[config.mk]
export PLATFORM = sky130hd
export DESIGN_NAME = kspt_ram
export DESIGN_NICKNAME = d
export VERILOG_FILES = /design/src/rtl/kspt_ram.sv
export SDC_FILE = /design/constraint.sdc
export NUM_CORES = 1
export LEC_CHECK = 0
export BUFFER_PORTS_ARGS = -buffer_cell sky130_fd_sc_hd__buf_2
export CORE_MARGIN = 2
export CORE_UTILIZATION = 54
export CTS_CLUSTER_DIAMETER = 200
export CTS_CLUSTER_SIZE = 25
export DETAILED_ROUTE_END_ITERATION = 8
export GPL_TIMING_DRIVEN = 0
export PLACE_DENSITY = 0.74
export SLEW_MARGIN = 30
export SYNTH_ARGS = -nofsm -noshare
export SYNTH_HDL_FRONTEND = slang
export SYNTH_SLANG_ARGS = --single-unit
[constraint.sdc]
create_clock -name clk_i -period 1.7 [get_ports clk_i]
set_clock_uncertainty 0.15 [all_clocks]
set_input_delay 0.085 -clock clk_i [delete_from_list [all_inputs] [get_ports clk_i]]
set_output_delay 0.085 -clock clk_i [all_outputs]
set_load 0.01 [all_outputs]
[src/rtl/kspt_ram.sv]
// simple dual-port synchronous ram with registered read
`default_nettype none
module kspt_ram #(
  parameter int unsigned DW    = 8,
  parameter int unsigned DEPTH = 16
) (
  input  wire logic                     clk_i,
  input  wire logic                     we_i,
  input  wire logic [$clog2(DEPTH)-1:0] waddr_i,
  input  wire logic [DW-1:0]            wdata_i,
  input  wire logic                     re_i,
  input  wire logic [$clog2(DEPTH)-1:0] raddr_i,
  output logic      [DW-1:0]            rdata_o
);

  logic [DW-1:0] mem [DEPTH];

  always_ff @(posedge clk_i) begin
    if (we_i) begin
      mem[waddr_i] <= wdata_i;
    end
    if (re_i) begin
      rdata_o <= mem[raddr_i];
    end
  end

endmodule
`default_nettype wire

=== Word level (Yosys, flattened, before mapping) ===
Memory sizes are Yosys's and may differ from the RTL's. A register that Yosys moved wholly into a read port is not among the register bits.
Cells that the tools add are included.
W data, S select, Z words.

* Muxes and demuxes: 2

{| class="wikitable"
|+ Operators by type and width
! kind !! count
|-
| $mux W1 || 2
|}

* Logic and storage cells: 3
* Output and inout bits: 8
* Bits in writable memories: 128
* Input port bits: 19
* Register bits: 0
* Memories kept: 1

{| class="wikitable"
|+ Memory list
! memory !! words !! width !! read ports !! clocked after Yosys merged registers in !! wr ports !! line !! source
|-
| mem || 16 || 8 || 1 || 1 || 1 || 16 || <nowiki>logic [DW-1:0] mem [DEPTH];</nowiki>
|}

=== Longest topological paths before layout ===
* Word-level depth: 2
* Depth in mapped cells: 5
* Mapped depth without buffers: 3

=== Worst setup path before layout ===
OpenSTA, ideal clock, no wires.

* Path kind: in2reg
* From: input port waddr_i[2]
* To: memory mem[0][0] (enable)
* Stages on the path: 2
* Library setup time: 383 ps
* Arrival time: 1195 ps
* Buffers on the path: 0
* Setup slack: -28 ps
* Data required time: 1167 ps
* Path through: or3b_2 -> nor3_1

{| class="wikitable"
|+ RTL lines
! what !! line !! source
|-
| from (decl) || 9 || <nowiki>input wire logic [$clog2(DEPTH)-1:0] waddr_i,</nowiki>
|-
| to (decl) || 16 ||
|}

No word-level cell before the write port.

=== Final worst setup path ===
* From: input port waddr_i[1]
* To: memory mem[1][3] (enable)

No word-level cell before the write port.

==> flow_summary.ini <==
[sta]
slew_headroom_pct = 45.8
hold_violations = 0
min_period_ns = 1.75
setup_slack_ns = -0.0453
finalCritPeriodShare_pct = 103
max_freq_mhz = 573
setup_violations = 8
grt_setup_unrepaired = yes
drv_slew = 0
tns_ns = -0.303
worst_pin_slew_ns = 0.810

[detailed_routing]
drt_drc_violations_left = 0
routed_wl_um = 9670
vias = 2466
detail-route-antenna-nets = 0
wire_per_inst_um = 22.7
drtIter0Drc = 219
viasPerCell = 5.79
firstDrtPassIters = 5

[cells_and_area]
areaGrowthSynthToFinish_pct = 19.1
antenna_cells = 0
stdcell_area_sq_um = 6230
fill_cells = 610
final_layout_size_suffix_gt1_share_pct = 31.6
final_cells = 426
finalNetCount = 303

[setup_path]
startpoint_type = input pin
path_class = input pin to flip-flop
crit_required_ns = 1.68
crit_arrival_ns = 1.73
cp_max_fo = 8
end_kind = flip-flop

[synth]
yosys.area.top_type = edfxtp_1
synth_area_leaders = edfxtp_1 78%, mux4_2 7.8%, mux4_1 7.0%
netlist_instances = 229
syn-num-nets = 248
yosys_warnings = 0
synth.distinct_cells = 18
ys_seq_elements = 136
yosysSeqAreaShare_pct = 78.1
synth_area_sq_um = 5230
avgSynthCellArea_sq_um = 22.8
synth.top_cell.area_share_pct = 78.1

[placement]
gp_congestion = 0.734
port_buffers = 25
dp_hpwl_um = 6070
dpl_cell_area_sq_um = 5530
post-place-ws_ns = -0.243
dp.cells = 383

[global_routing]
overflow = 0
grt_max_degree = 17
grt_usage_pct = 20.7
grt_pass1_wl_um = 14600
grt_pass1_vias = 2494
antenna_found_initial = 0

[floorplanning]
die_y_um = 102
row_count = 35
start_util_pct = 56.0
ios = 27
die_width_um = 102
core_area_sq_um = 9330
die_area_sq_um = 10500

[clock_tree]
post_cts_buffers = 0
cts_sinks = 136
cts_buffers = 17
clkLatencyLatePin_ns = 0.51
cts_max_level = 4
cts_tree = yes
clockBufferDepth = 2
path_clk_slew_ns = 0.06
root_buffer = clkbuf_8

[power]
power.density_nw_per_um2 = 1210
leakagePower_nw = 2.06
peakVddDrop_mv = 0.719

[status]
status = finished with violations
failed_checks = setup timing

[run]
cap_viol_max_count = 0

[min_path]
holdCritPathClass = input pin to flip-flop
## registers in the layout, summed over array words and instances (netlist names)
| signal | flops |
|---|---|
| mem | 128 |
| rdata_o | 8 |
## worst paths after layout
check / from / end / slack [ns] / depth (start not counted)
setup / recovery: waddr_i[1] / mem[1][3] / -0.05 / 4
hold / removal: waddr_i[2] / mem[0][6] / 0.02 / 3
setup reg to reg: mem[3][7] / rdata_o[7] / 0.03 / 3
hold reg to reg: mem[11][3] / rdata_o[3] / 0.62 / 3
## power breakdown
group	leakage (nW)	internal [W]	switching, W
registers	1.24	0.00378	0.0000166
logic	0.569	0.000166	0.000220
clock network	0.259	0.00206	0.00128
## cell families after synthesis
kind of cell           after synthesis  share of synthesized area, %
buffers and inverters               10                          1.65
AND/OR/NAND/NOR                     35                          3.14
flip-flops                         136                          78.1
AO/OA/AOI/OAI                       16                          2.30
multiplexers                        32                          14.8
## what timing repair did
item	in CTS	in global routing
pin swaps	0	0
gates resized for setup	1	7
hold endpoints to repair	168	0
hold buffers	11	0
endpoints found under the setup margin	1	75
## per-layer routing
metal | track usage, % | wire (um)
met1 | 29.1 | 3990
met3 | 5.34 | 681
met5 | 0 | 0
met2 | 31.8 | 4880
met4 | 8.31 | 127
## through the flow
step | hold WS [ns] | total power [W] | util (%)
final | 0.0230 | 0.00752 | 66.7
after global routing | 0.0546 | 0.00772 | 66.7
after CTS | 0.00221 | 0.00756 | 66.5
after detailed placement | 0.290 | 0.00422 | 59.3
after global placement | 0.289 | 0.00421 | 59.2
after floorplan | 0.0339 | 0.00406 | -
## synthesized netlist by cell type (all sizes together)
| cell type | n |
|---|---|
| a22oi | 16 |
| and2 | 1 |
| and2b | 1 |
| buf | 7 |
| clkdlybuf4s25 | 3 |
| edfxtp | 136 |
| mux4 | 32 |
| nand2 | 9 |
| nand2b | 2 |
| nand3 | 1 |
| nand3b | 2 |
| nor2 | 13 |
| nor2b | 1 |
| nor3 | 4 |
| or3b | 1 |
## critical path: stages
cell	delay (ns)
dlygate4sd3_1	0.53
buf_2	0.19
nand2b_1	0.27
nor2_1	0.66
## cell usage in the layout (no fill, tap or decap), drive strengths merged
cell,count
nor2,13
dlygate4sd3,11
clkbuf,18
and2b,1
and2,1
mux4,32
clkinv,8
bufinv,2
nor3,4
nor2b,1
or3b,1
clkinvlp,4
a22oi,16
nand3,1
buf,32
nand2b,2
nand3b,2
edfxtp,136
nand2,9
clkdlybuf4s25,3
## area by class of cell
class / instances / area [sq um] / share of cell area, %
buffer: 10 / 86.3 / 1.39
clock buffer: 18 / 418 / 6.71
clock inverter: 14 / 134 / 2.15
multi-input combinational: 83 / 1110 / 17.8
sequential: 136 / 4080 / 65.6
tap: 129 / 161 / 2.59
timing repair buffer: 36 / 235 / 3.78
Power figures use the tool's default switching activity.
