==> src/rtl/kspt_pkg.sv <==
// shared types and codes of the keyed shared page table
`default_nettype none
package kspt_pkg;

  localparam int unsigned TABLE_ENTRIES_DEF = 16;
  localparam int unsigned MAX_PAGES_DEF     = 16;

  localparam logic [2:0] OP_ATTACH = 3'd0;
  localparam logic [2:0] OP_DETACH = 3'd1;
  localparam logic [2:0] OP_LOOKUP = 3'd2;
  localparam logic [2:0] OP_REMOVE = 3'd3;
  localparam logic [2:0] OP_QUERY  = 3'd4;

  localparam logic [1:0] ST_OK        = 2'd0;
  localparam logic [1:0] ST_REJECT    = 2'd1;
  localparam logic [1:0] ST_NO_SPACE  = 2'd2;
  localparam logic [1:0] ST_UNDERFLOW = 2'd3;

  localparam logic [15:0] REFS_MAX = 16'hFFFF;

  typedef struct packed {
    logic [2:0]  opcode;
    logic [31:0] object_key;
    logic [4:0]  page_count;
    logic [3:0]  page_slot;
    logic [27:0] offered_frame;
  } req_t;

  typedef struct packed {
    logic [1:0]  status;
    logic [3:0]  slot_index;
    logic [27:0] frame_out;
    logic        is_release;
    logic        frame_taken;
    logic        deleted_flag;
    logic        last;
  } result_t;

  typedef struct packed {
    logic [31:0] key;
    logic [4:0]  pages;
    logic [15:0] refs;
    logic        deleted;
  } entry_t;

endpackage
`default_nettype wire

==> src/rtl/kspt_ctrl.sv <==
// request sequencer: key scan, entry update, page lookup and frame release walk
`default_nettype none
module kspt_ctrl #(
  parameter int unsigned TABLE_ENTRIES = kspt_pkg::TABLE_ENTRIES_DEF,
  parameter int unsigned MAX_PAGES     = kspt_pkg::MAX_PAGES_DEF,
  localparam int unsigned IDX_W = $clog2(TABLE_ENTRIES),
  localparam int unsigned PG_W  = (MAX_PAGES > 1) ? $clog2(MAX_PAGES) : 1,
  localparam int unsigned FA_W  = IDX_W + PG_W
) (
  input  wire logic              clk_i,
  input  wire logic              rst_ni,
  input  wire logic              req_valid_i,
  output logic                   req_ready_o,
  input  wire kspt_pkg::req_t    req_i,
  output logic                   emit_o,
  output kspt_pkg::result_t      res_o,
  input  wire logic              out_free_i,
  output logic                   ent_we_o,
  output logic [IDX_W-1:0]       ent_waddr_o,
  output kspt_pkg::entry_t       ent_wdata_o,
  output logic                   ent_re_o,
  output logic [IDX_W-1:0]       ent_raddr_o,
  input  wire kspt_pkg::entry_t  ent_rdata_i,
  output logic                   fr_we_o,
  output logic [FA_W-1:0]        fr_waddr_o,
  output logic [27:0]            fr_wdata_o,
  output logic                   fr_re_o,
  output logic [FA_W-1:0]        fr_raddr_o,
  input  wire logic [27:0]       fr_rdata_i
);

  typedef enum logic [2:0] {
    S_CLEAR, S_IDLE, S_SCAN, S_DECIDE, S_LOOKUP, S_REL_RD, S_REL_CHK, S_REL_END
  } state_e;

  state_e              state_q, state_d;
  kspt_pkg::req_t      req_q, req_d;
  kspt_pkg::entry_t    ent_q, ent_d;
  logic [IDX_W-1:0]    idx_q, idx_d;
  logic                hit_q, hit_d;
  logic [IDX_W-1:0]    hit_idx_q, hit_idx_d;
  logic                free_q, free_d;
  logic [IDX_W-1:0]    free_idx_q, free_idx_d;
  logic [6:0]          j_q, j_d;
  logic [FA_W-1:0]     clr_q, clr_d;
  logic [TABLE_ENTRIES-1:0] used_q, used_d;
  logic                match;
  logic                oversize;
  logic                slot_bad;
  logic [FA_W-1:0]     rel_addr;
  logic [FA_W-1:0]     look_addr;

  assign req_ready_o = (state_q == S_IDLE);
  assign match     = used_q[idx_q] && (ent_rdata_i.key == req_q.object_key);
  assign oversize  = {2'b00, req_q.page_count} > 7'(MAX_PAGES);
  assign slot_bad  = ({1'b0, req_q.page_slot} >= ent_q.pages) ||
                     ({3'b000, req_q.page_slot} >= 7'(MAX_PAGES));
  assign rel_addr  = {hit_idx_q, PG_W'(j_q)};
  assign look_addr = {hit_idx_q, PG_W'(req_q.page_slot)};

  always_comb begin
    state_d    = state_q;
    req_d      = req_q;
    ent_d      = ent_q;
    idx_d      = idx_q;
    hit_d      = hit_q;
    hit_idx_d  = hit_idx_q;
    free_d     = free_q;
    free_idx_d = free_idx_q;
    j_d        = j_q;
    clr_d      = clr_q;
    used_d     = used_q;
    ent_we_o    = 1'b0;
    ent_waddr_o = hit_idx_q;
    ent_wdata_o = ent_q;
    ent_re_o    = 1'b0;
    ent_raddr_o = idx_q + 1'b1;
    fr_we_o     = 1'b0;
    fr_waddr_o  = rel_addr;
    fr_wdata_o  = '0;
    fr_re_o     = 1'b0;
    fr_raddr_o  = rel_addr;
    emit_o      = 1'b0;
    res_o       = '0;
    res_o.last  = 1'b1;
    res_o.status = kspt_pkg::ST_OK;

    case (state_q)
      S_CLEAR: begin
        fr_we_o    = 1'b1;
        fr_waddr_o = clr_q;
        clr_d      = clr_q + 1'b1;
        if (&clr_q) begin
          state_d = S_IDLE;
        end
      end
      S_IDLE: begin
        if (req_valid_i) begin
          req_d       = req_i;
          ent_re_o    = 1'b1;
          ent_raddr_o = '0;
          idx_d       = '0;
          hit_d       = 1'b0;
          free_d      = 1'b0;
          state_d     = S_SCAN;
        end
      end
      S_SCAN: begin
        if (!used_q[idx_q] && !free_q) begin
          free_d     = 1'b1;
          free_idx_d = idx_q;
        end
        if (match) begin
          hit_d     = 1'b1;
          hit_idx_d = idx_q;
          ent_d     = ent_rdata_i;
          state_d   = S_DECIDE;
        end else if (idx_q == IDX_W'(TABLE_ENTRIES - 1)) begin
          state_d = S_DECIDE;
        end else begin
          ent_re_o = 1'b1;
          idx_d    = idx_q + 1'b1;
        end
      end
      S_DECIDE: begin
        if (out_free_i) begin
          state_d = S_IDLE;
          emit_o  = 1'b1;
          case (req_q.opcode)
            kspt_pkg::OP_ATTACH: begin
              if (oversize) begin
                res_o.status = kspt_pkg::ST_REJECT;
              end else if (hit_q) begin
                if (ent_q.deleted || (req_q.page_count > ent_q.pages) ||
                    (ent_q.refs == kspt_pkg::REFS_MAX)) begin
                  res_o.status = kspt_pkg::ST_REJECT;
                end else begin
                  ent_we_o         = 1'b1;
                  ent_wdata_o.refs = ent_q.refs + 1'b1;
                  res_o.slot_index = 4'(hit_idx_q);
                end
              end else if (free_q) begin
                ent_we_o            = 1'b1;
                ent_waddr_o         = free_idx_q;
                ent_wdata_o.key     = req_q.object_key;
                ent_wdata_o.pages   = req_q.page_count;
                ent_wdata_o.refs    = 16'd1;
                ent_wdata_o.deleted = 1'b0;
                used_d[free_idx_q]  = 1'b1;
                res_o.slot_index    = 4'(free_idx_q);
              end else begin
                res_o.status = kspt_pkg::ST_NO_SPACE;
              end
            end
            kspt_pkg::OP_DETACH: begin
              if (!hit_q) begin
                res_o.status = kspt_pkg::ST_REJECT;
              end else if (ent_q.refs == 16'd0) begin
                res_o.status = kspt_pkg::ST_UNDERFLOW;
              end else if (ent_q.refs == 16'd1) begin
                emit_o  = 1'b0;
                j_d     = '0;
                state_d = S_REL_RD;
              end else begin
                ent_we_o         = 1'b1;
                ent_wdata_o.refs = ent_q.refs - 1'b1;
              end
            end
            kspt_pkg::OP_LOOKUP: begin
              if (!hit_q || slot_bad) begin
                res_o.status = kspt_pkg::ST_REJECT;
              end else begin
                emit_o     = 1'b0;
                fr_re_o    = 1'b1;
                fr_raddr_o = look_addr;
                state_d    = S_LOOKUP;
              end
            end
            kspt_pkg::OP_REMOVE: begin
              if (!hit_q) begin
                res_o.status = kspt_pkg::ST_REJECT;
              end else if (ent_q.refs == 16'd0) begin
                emit_o  = 1'b0;
                j_d     = '0;
                state_d = S_REL_RD;
              end else begin
                ent_we_o            = 1'b1;
                ent_wdata_o.deleted = 1'b1;
              end
            end
            kspt_pkg::OP_QUERY: begin
              if (!hit_q) begin
                res_o.status = kspt_pkg::ST_REJECT;
              end else begin
                res_o.deleted_flag = ent_q.deleted;
              end
            end
            default: begin
              res_o.status = kspt_pkg::ST_REJECT;
            end
          endcase
        end
      end
      S_LOOKUP: begin
        if (out_free_i) begin
          emit_o  = 1'b1;
          state_d = S_IDLE;
          if (fr_rdata_i == '0) begin
            if (req_q.offered_frame == '0) begin
              res_o.status = kspt_pkg::ST_NO_SPACE;
            end else begin
              fr_we_o           = 1'b1;
              fr_waddr_o        = look_addr;
              fr_wdata_o        = req_q.offered_frame;
              res_o.frame_out   = req_q.offered_frame;
              res_o.frame_taken = 1'b1;
            end
          end else begin
            res_o.frame_out = fr_rdata_i;
          end
        end
      end
      S_REL_RD: begin
        if (j_q >= {2'b00, ent_q.pages}) begin
          state_d = S_REL_END;
        end else begin
          fr_re_o = 1'b1;
          state_d = S_REL_CHK;
        end
      end
      S_REL_CHK: begin
        if (fr_rdata_i == '0) begin
          j_d     = j_q + 1'b1;
          state_d = S_REL_RD;
        end else if (out_free_i) begin
          emit_o           = 1'b1;
          res_o.last       = 1'b0;
          res_o.is_release = 1'b1;
          res_o.frame_out  = fr_rdata_i;
          fr_we_o          = 1'b1;
          j_d              = j_q + 1'b1;
          state_d          = S_REL_RD;
        end
      end
      S_REL_END: begin
        if (out_free_i) begin
          emit_o            = 1'b1;
          used_d[hit_idx_q] = 1'b0;
          state_d           = S_IDLE;
        end
      end
      default: begin
        state_d = S_IDLE;
      end
    endcase
  end

  always_ff @(posedge clk_i or negedge rst_ni) begin
    if (!rst_ni) begin
      state_q <= S_CLEAR;
      clr_q   <= '0;
      used_q  <= '0;
      hit_q   <= 1'b0;
      free_q  <= 1'b0;
      idx_q   <= '0;
      j_q     <= '0;
    end else begin
      state_q <= state_d;
      clr_q   <= clr_d;
      used_q  <= used_d;
      hit_q   <= hit_d;
      free_q  <= free_d;
      idx_q   <= idx_d;
      j_q     <= j_d;
    end
  end

  always_ff @(posedge clk_i) begin
    req_q      <= req_d;
    ent_q      <= ent_d;
    hit_idx_q  <= hit_idx_d;
    free_idx_q <= free_idx_d;
  end

endmodule
`default_nettype wire

==> config.mk <==
export PLATFORM = sky130hd
export DESIGN_NAME = kspt_ctrl
export DESIGN_NICKNAME = d
export VERILOG_FILES = /design/src/rtl/kspt_pkg.sv /design/src/rtl/kspt_ctrl.sv
export SDC_FILE = /design/constraint.sdc
export NUM_CORES = 1
export LEC_CHECK = 0
export ABC_AREA = 0
export ABC_CLOCK_PERIOD_IN_PS = 4430
export BUFFER_PORTS_ARGS = -buffer_cell sky130_fd_sc_hd__buf_2
export CORE_MARGIN = 2
export CORE_UTILIZATION = 47
export DETAILED_ROUTE_END_ITERATION = 12
export GPL_TIMING_DRIVEN = 1
export PLACE_DENSITY = 0.83
export SYNTH_ARGS = -nofsm -noshare
export SYNTH_HDL_FRONTEND = slang
export SYNTH_SLANG_ARGS = --single-unit
export TNS_END_PERCENT = 100
==> constraint.sdc <==
create_clock -name clk_i -period 4.43 [get_ports clk_i]
set_input_delay 0 -clock clk_i [delete_from_list [all_inputs] [get_ports clk_i]]
set_output_delay 0 -clock clk_i [all_outputs]
set_load 0.02 [all_outputs]
# After elaboration in Yosys (flattened, before gate mapping)
# Index checks and enable logic that the tools add are counted.
# totals
ff_bits	174
in_bits	158
out_inout_bits	150
word_cells	253
# op_classes
n_addsub	5
order_cmp	9
n_eq_ne	36
muxes	152
bitwise_logic	3
n_reduce_logical	30
# ops
operator	n
$mux 54	4
$mux 16	11
$mux 28	6
$mux 4	23
$mux 37	2
$pmux 16 s2	2
$mux 29	2
$logic_not 28->1	2
$mux 7	8
$pmux 28 s2	1
$mux 1	50
$mux 3	14
$eq 32x32->1	1
$pmux 7 s2	2
$ne 2x2->1 const B	11
$ne 3x3->1 const B	7
$pmux 3 s7	1
$add 16x1->16 const B	1
$and 16x16->16	1
$eq 16x1->1 const B	1
$eq 16x16->1 const B	1
$logic_not 16->1	1
$not 16->16	1
$or 16x16->16	1
other kinds (40)	81

# Longest topological paths before layout
# logic_depth
depth_word	11
ltp_mapped	9
depth_no_buf	8

# Worst setup path after synthesis
# No wires, ideal clock.
# synth_path
path_type	reg-to-reg
startpoint	register idx_q[0]
endpoint	register ent_q[0] (netlist bit) (enable)
setup_time_ns	0.474
arrival_time_ns	3.845
required_time_ns	3.956
path_slack_ns	0.111
stages_incl_launch_ff	7
n_path_buf	1
synth_period_minus_slack_ns	4.319
path_cell_list	dfrtp_1 buf_2 mux4_2 mux2i_1 o211ai_1 nand3_1 nor2_1
# synth_via
elab_chain_len	4
# synth_rtl
element	line_no	source
start, declared	kspt_ctrl.sv:39	logic [IDX_W-1:0] idx_q, idx_d;
start signal, assigned	kspt_ctrl.sv:273	idx_q <= idx_d;
$bmux 1 s4	kspt_ctrl.sv:54	assign match = used_q[idx_q] && (ent_rdata_i.key == req_q.object_key);
$mux 1 (implied by the code)	kspt_ctrl.sv:54	
$logic_and 1x1->1	kspt_ctrl.sv:54	
$reduce_and 2->1 (no line)	n/a	
end signal, assigned	kspt_ctrl.sv:280	ent_q <= ent_d;
end, declared	kspt_ctrl.sv:38	kspt_pkg::entry_t ent_q, ent_d;
# Every way passes these cells. The select of a mux whose other input is x is not followed.
# A chain may end at the register's enable or synchronous reset.

==> results.yml <==
drt:
  finalWirelength_mm: 33.43
  vias_per_cell: 5.830
  num_vias: 9578
  dr.first_iter.drc_count: 848
  drt_first_pass_iters: 6
  antenna_violating_nets_left: 0
  route.detailed.wl_per_inst_um: 20.35
  route.detailed.drc: 0
yosys:
  syn-num-nets: 1124
  netlist-cell-type-count: 88
  synthesis.area_um2: 9786
  ffs_w_async_s_r_synth_pct: 22.99
  synth_seq_cells: 174
  synth_ff_type: "edfxtp_1"
  ys_seq_area_share_pct: 51.35
  synth_area_per_cell_um2: 10.34
  synth_warnings: 0
  synth_cells: 946
  synth_enable_flop_cells: 134
global_routing:
  number_of_global_route_vias_before_repair: 9467
  grt_pass1_wl_mm: 51.45
  grt_max_degree: 46
  groute.usage.overall_pct: 30.11
  remaining_overflow_grt: 0
  initial_antenna_violation_count: 4
layout:
  nets: 1534
  layout.filler_cells: 1497
  instances_no_fill: 1643
  syn2layout_area_growth_pct: 36.35
  fin_area_um2: 13340
  mostFrequentLayoutCells: "307 x buf_2, 166 x nand2_1, 134 x edfxtp_1"
  final_layout_size_suffix_gt1_share_pct: 28.34
  final_common_cell: "buf_2"
place:
  dpl.cell_count: 1479
  count_of_port_buffers_added_during_placement: 307
  dpl_cell_area_um2: 11460
  place_congestion: 0.9253
  hpwl_mm: 22.74
sta:
  timing.final.setup_violations: 0
  report.final.hold_viol_count: 0
  finalMaxSlewViolations: 0
  setup-tns-final_ns: 0
  grt_setup_unrepaired: "no"
  min_period_ns: 3.546
  final_critical_path_share_of_the_clock_period_pct: 80.05
  worst_slew_margin_relative_to_its_limit_pct: 27.59
  worst_pin_slew_ns: 1.084
  timing.fmax_ghz: 0.2820
  timing.clock.skew_ns: 0.01702
floorplan:
  core_footprint_um2: 20360
  starting_density_pct: 48.05
  boundaryPins: 308
  dieWidth_um: 148.3
  dieArea_um2: 21990
  die_h_um: 148.3
  placement_rows: 52
min_path:
  hold_path.startpoint: "out_free_i"
  hp-class: "input port to register"
clock_network:
  tritoncts: "yes"
  clk-insertion-delay-late_ns: 0.45
  cts_max_level: 4
  cts.root.buffer_cell: "clkbuf_16"
  cts_setup_buffers: 0
  cts-hold-fix-buffers: 128
  post_cts.resized_instances: 0
  clk_pin_slew_ns: 0.07
  cts_sink_cnt: 174
  cts-root-to-sink-buffers: 2
  cts_inserted_buffers: 17
worst_setup_path:
  worst_ep_required_ns: 4.43
  critPathCaptureType: "output pin"
  r2r_start: "req_q[39]"
  worst_setup_path_start_kind: "register"
  cp.arrival_ns: 3.55
  path_type_of_the_worst_setup_path: "register to output pin"
  critPathLaunch: "req_q[32]"
  crit_path_max_fanout: 11
job:
  cap_violations: 0
pwr:
  design_power_total_w: 0.004884
  power_density_nw_per_um2: 366.1
  leakage_power_nw: 5.912
  ir_drop_mv: 0.2655
run_status:
  result_of_the_run: "finished, final reports clean"
==> cell families (layout without fill, tap and decap cells) <==
logic type      after synthesis  after routing  share of synthesized area [%]
simple gates                421            421                          21.44
compound gates              185            185                          13.81
flops                       174            174                          51.35
buf+inv                      80            503                          3.964
xor+xnor                     44             44                          3.938
mux                          22             22                          2.941
fa+ha+maj                    20             20                          2.557
other cells                   0              4                              0
==> sequential cells by signal (all words and copies together), names as in the netlist <==
signal      cells
clr_q           8
ent_q          54
free_idx_q      4
free_q          1
hit_idx_q       4
hit_q           1
idx_q           4
j_q             7
look_addr       4
req_q          68
state_q         3
used_q         16
==> Yosys cell counts, types with 5 or more instances <==
cell      count  area (um^2)
nor2b_1      10        62.56
a211oi_1      7        52.55
mux2i_1       7        70.07
ha_1         20        250.2
o21ai_0      35        175.2
nor2_1       52        195.2
nor3_1       14        70.07
nand4_1      24        150.1
buf_2        13        65.06
a21o_1       34        255.2
edfxtp_1    134         4024
dfrtp_1      40         1001
buf_4         6        45.04
inv_1        30        112.6
xnor2_1      36        315.3
xor2_1        8        70.07
and3_1        7        43.79
a21oi_1      25        125.1
nand2_1     166        623.1
and2_1       34        212.7
a22o_1        7        61.31
nand3_1      42        210.2
o211ai_1     11        82.58
or3_1         5        31.28
nand2b_1      9        56.30
nor4_1       20        125.1
a31oi_1      11        68.82
mux2_2       10        112.6
clkbuf_1     24        90.09
==> through the flow <==
stage	hold slack [ns]	worst slack, ns	util, %
final	0.08200	0.8836	65.52
after CTS	0.06277	0.8923	65.47
after floorplan	-0.2956	0.1106	-
after detailed placement	0.1781	1.408	56.25
after global placement	0.1761	1.465	56.25
after global routing	0.1427	0.6386	65.52
==> report_power, final <==
part           leakage, nW  internal [W]  switching [W]
clock                0.286      0.000757       0.000749
combinational         3.87      0.000463       0.000663
sequential            1.76       0.00202       0.000235
==> layout make-up <==
type	instances	area [um^2]	area share (%)
clock inverters	15	170.2	1.275
inverters	30	113.9	0.8533
clock buffers	17	425.4	3.188
repair buffers	441	2875	21.55
multi-input cells	692	4385	32.87
flip-flops and latches	174	5025	37.66
well taps	270	337.8	2.532
diodes	4	10.01	0.07502
==> path summary, 6_finish.rpt <==
path,cells after the start,to,slack [ns]
max,7,ent_wdata_o[2],0.88
min,4,used_q[15],0.08
max reg2reg,6,ent_q[41],1.29
min reg2reg,2,used_q[3],0.49
max in group asynchronous,2,idx_q[2],3.58
min in group asynchronous,2,used_q[13],0.23
==> worst max-delay path: stages, from the launching register on <==
cell and delay, ns:
edfxtp_1 0.44, o41ai_4 0.69, nand2_2 0.12, or2_1 0.42, nor3_1 0.89, o21ai_0 0.22
o211ai_1 0.12, buf_2 0.19
==> per-layer routing <==
layer / track usage [%] / vias up / share of wire (%)
li1: - / 4320 / -
met1: 37.67 / 4544 / 39
met2: 50.16 / 590 / 48
met3: 6.994 / 124 / 8.8
met4: 13.10 / 0 / 4.1
met5: 0 / - / 0
Power figures use the tool's default switching activity.
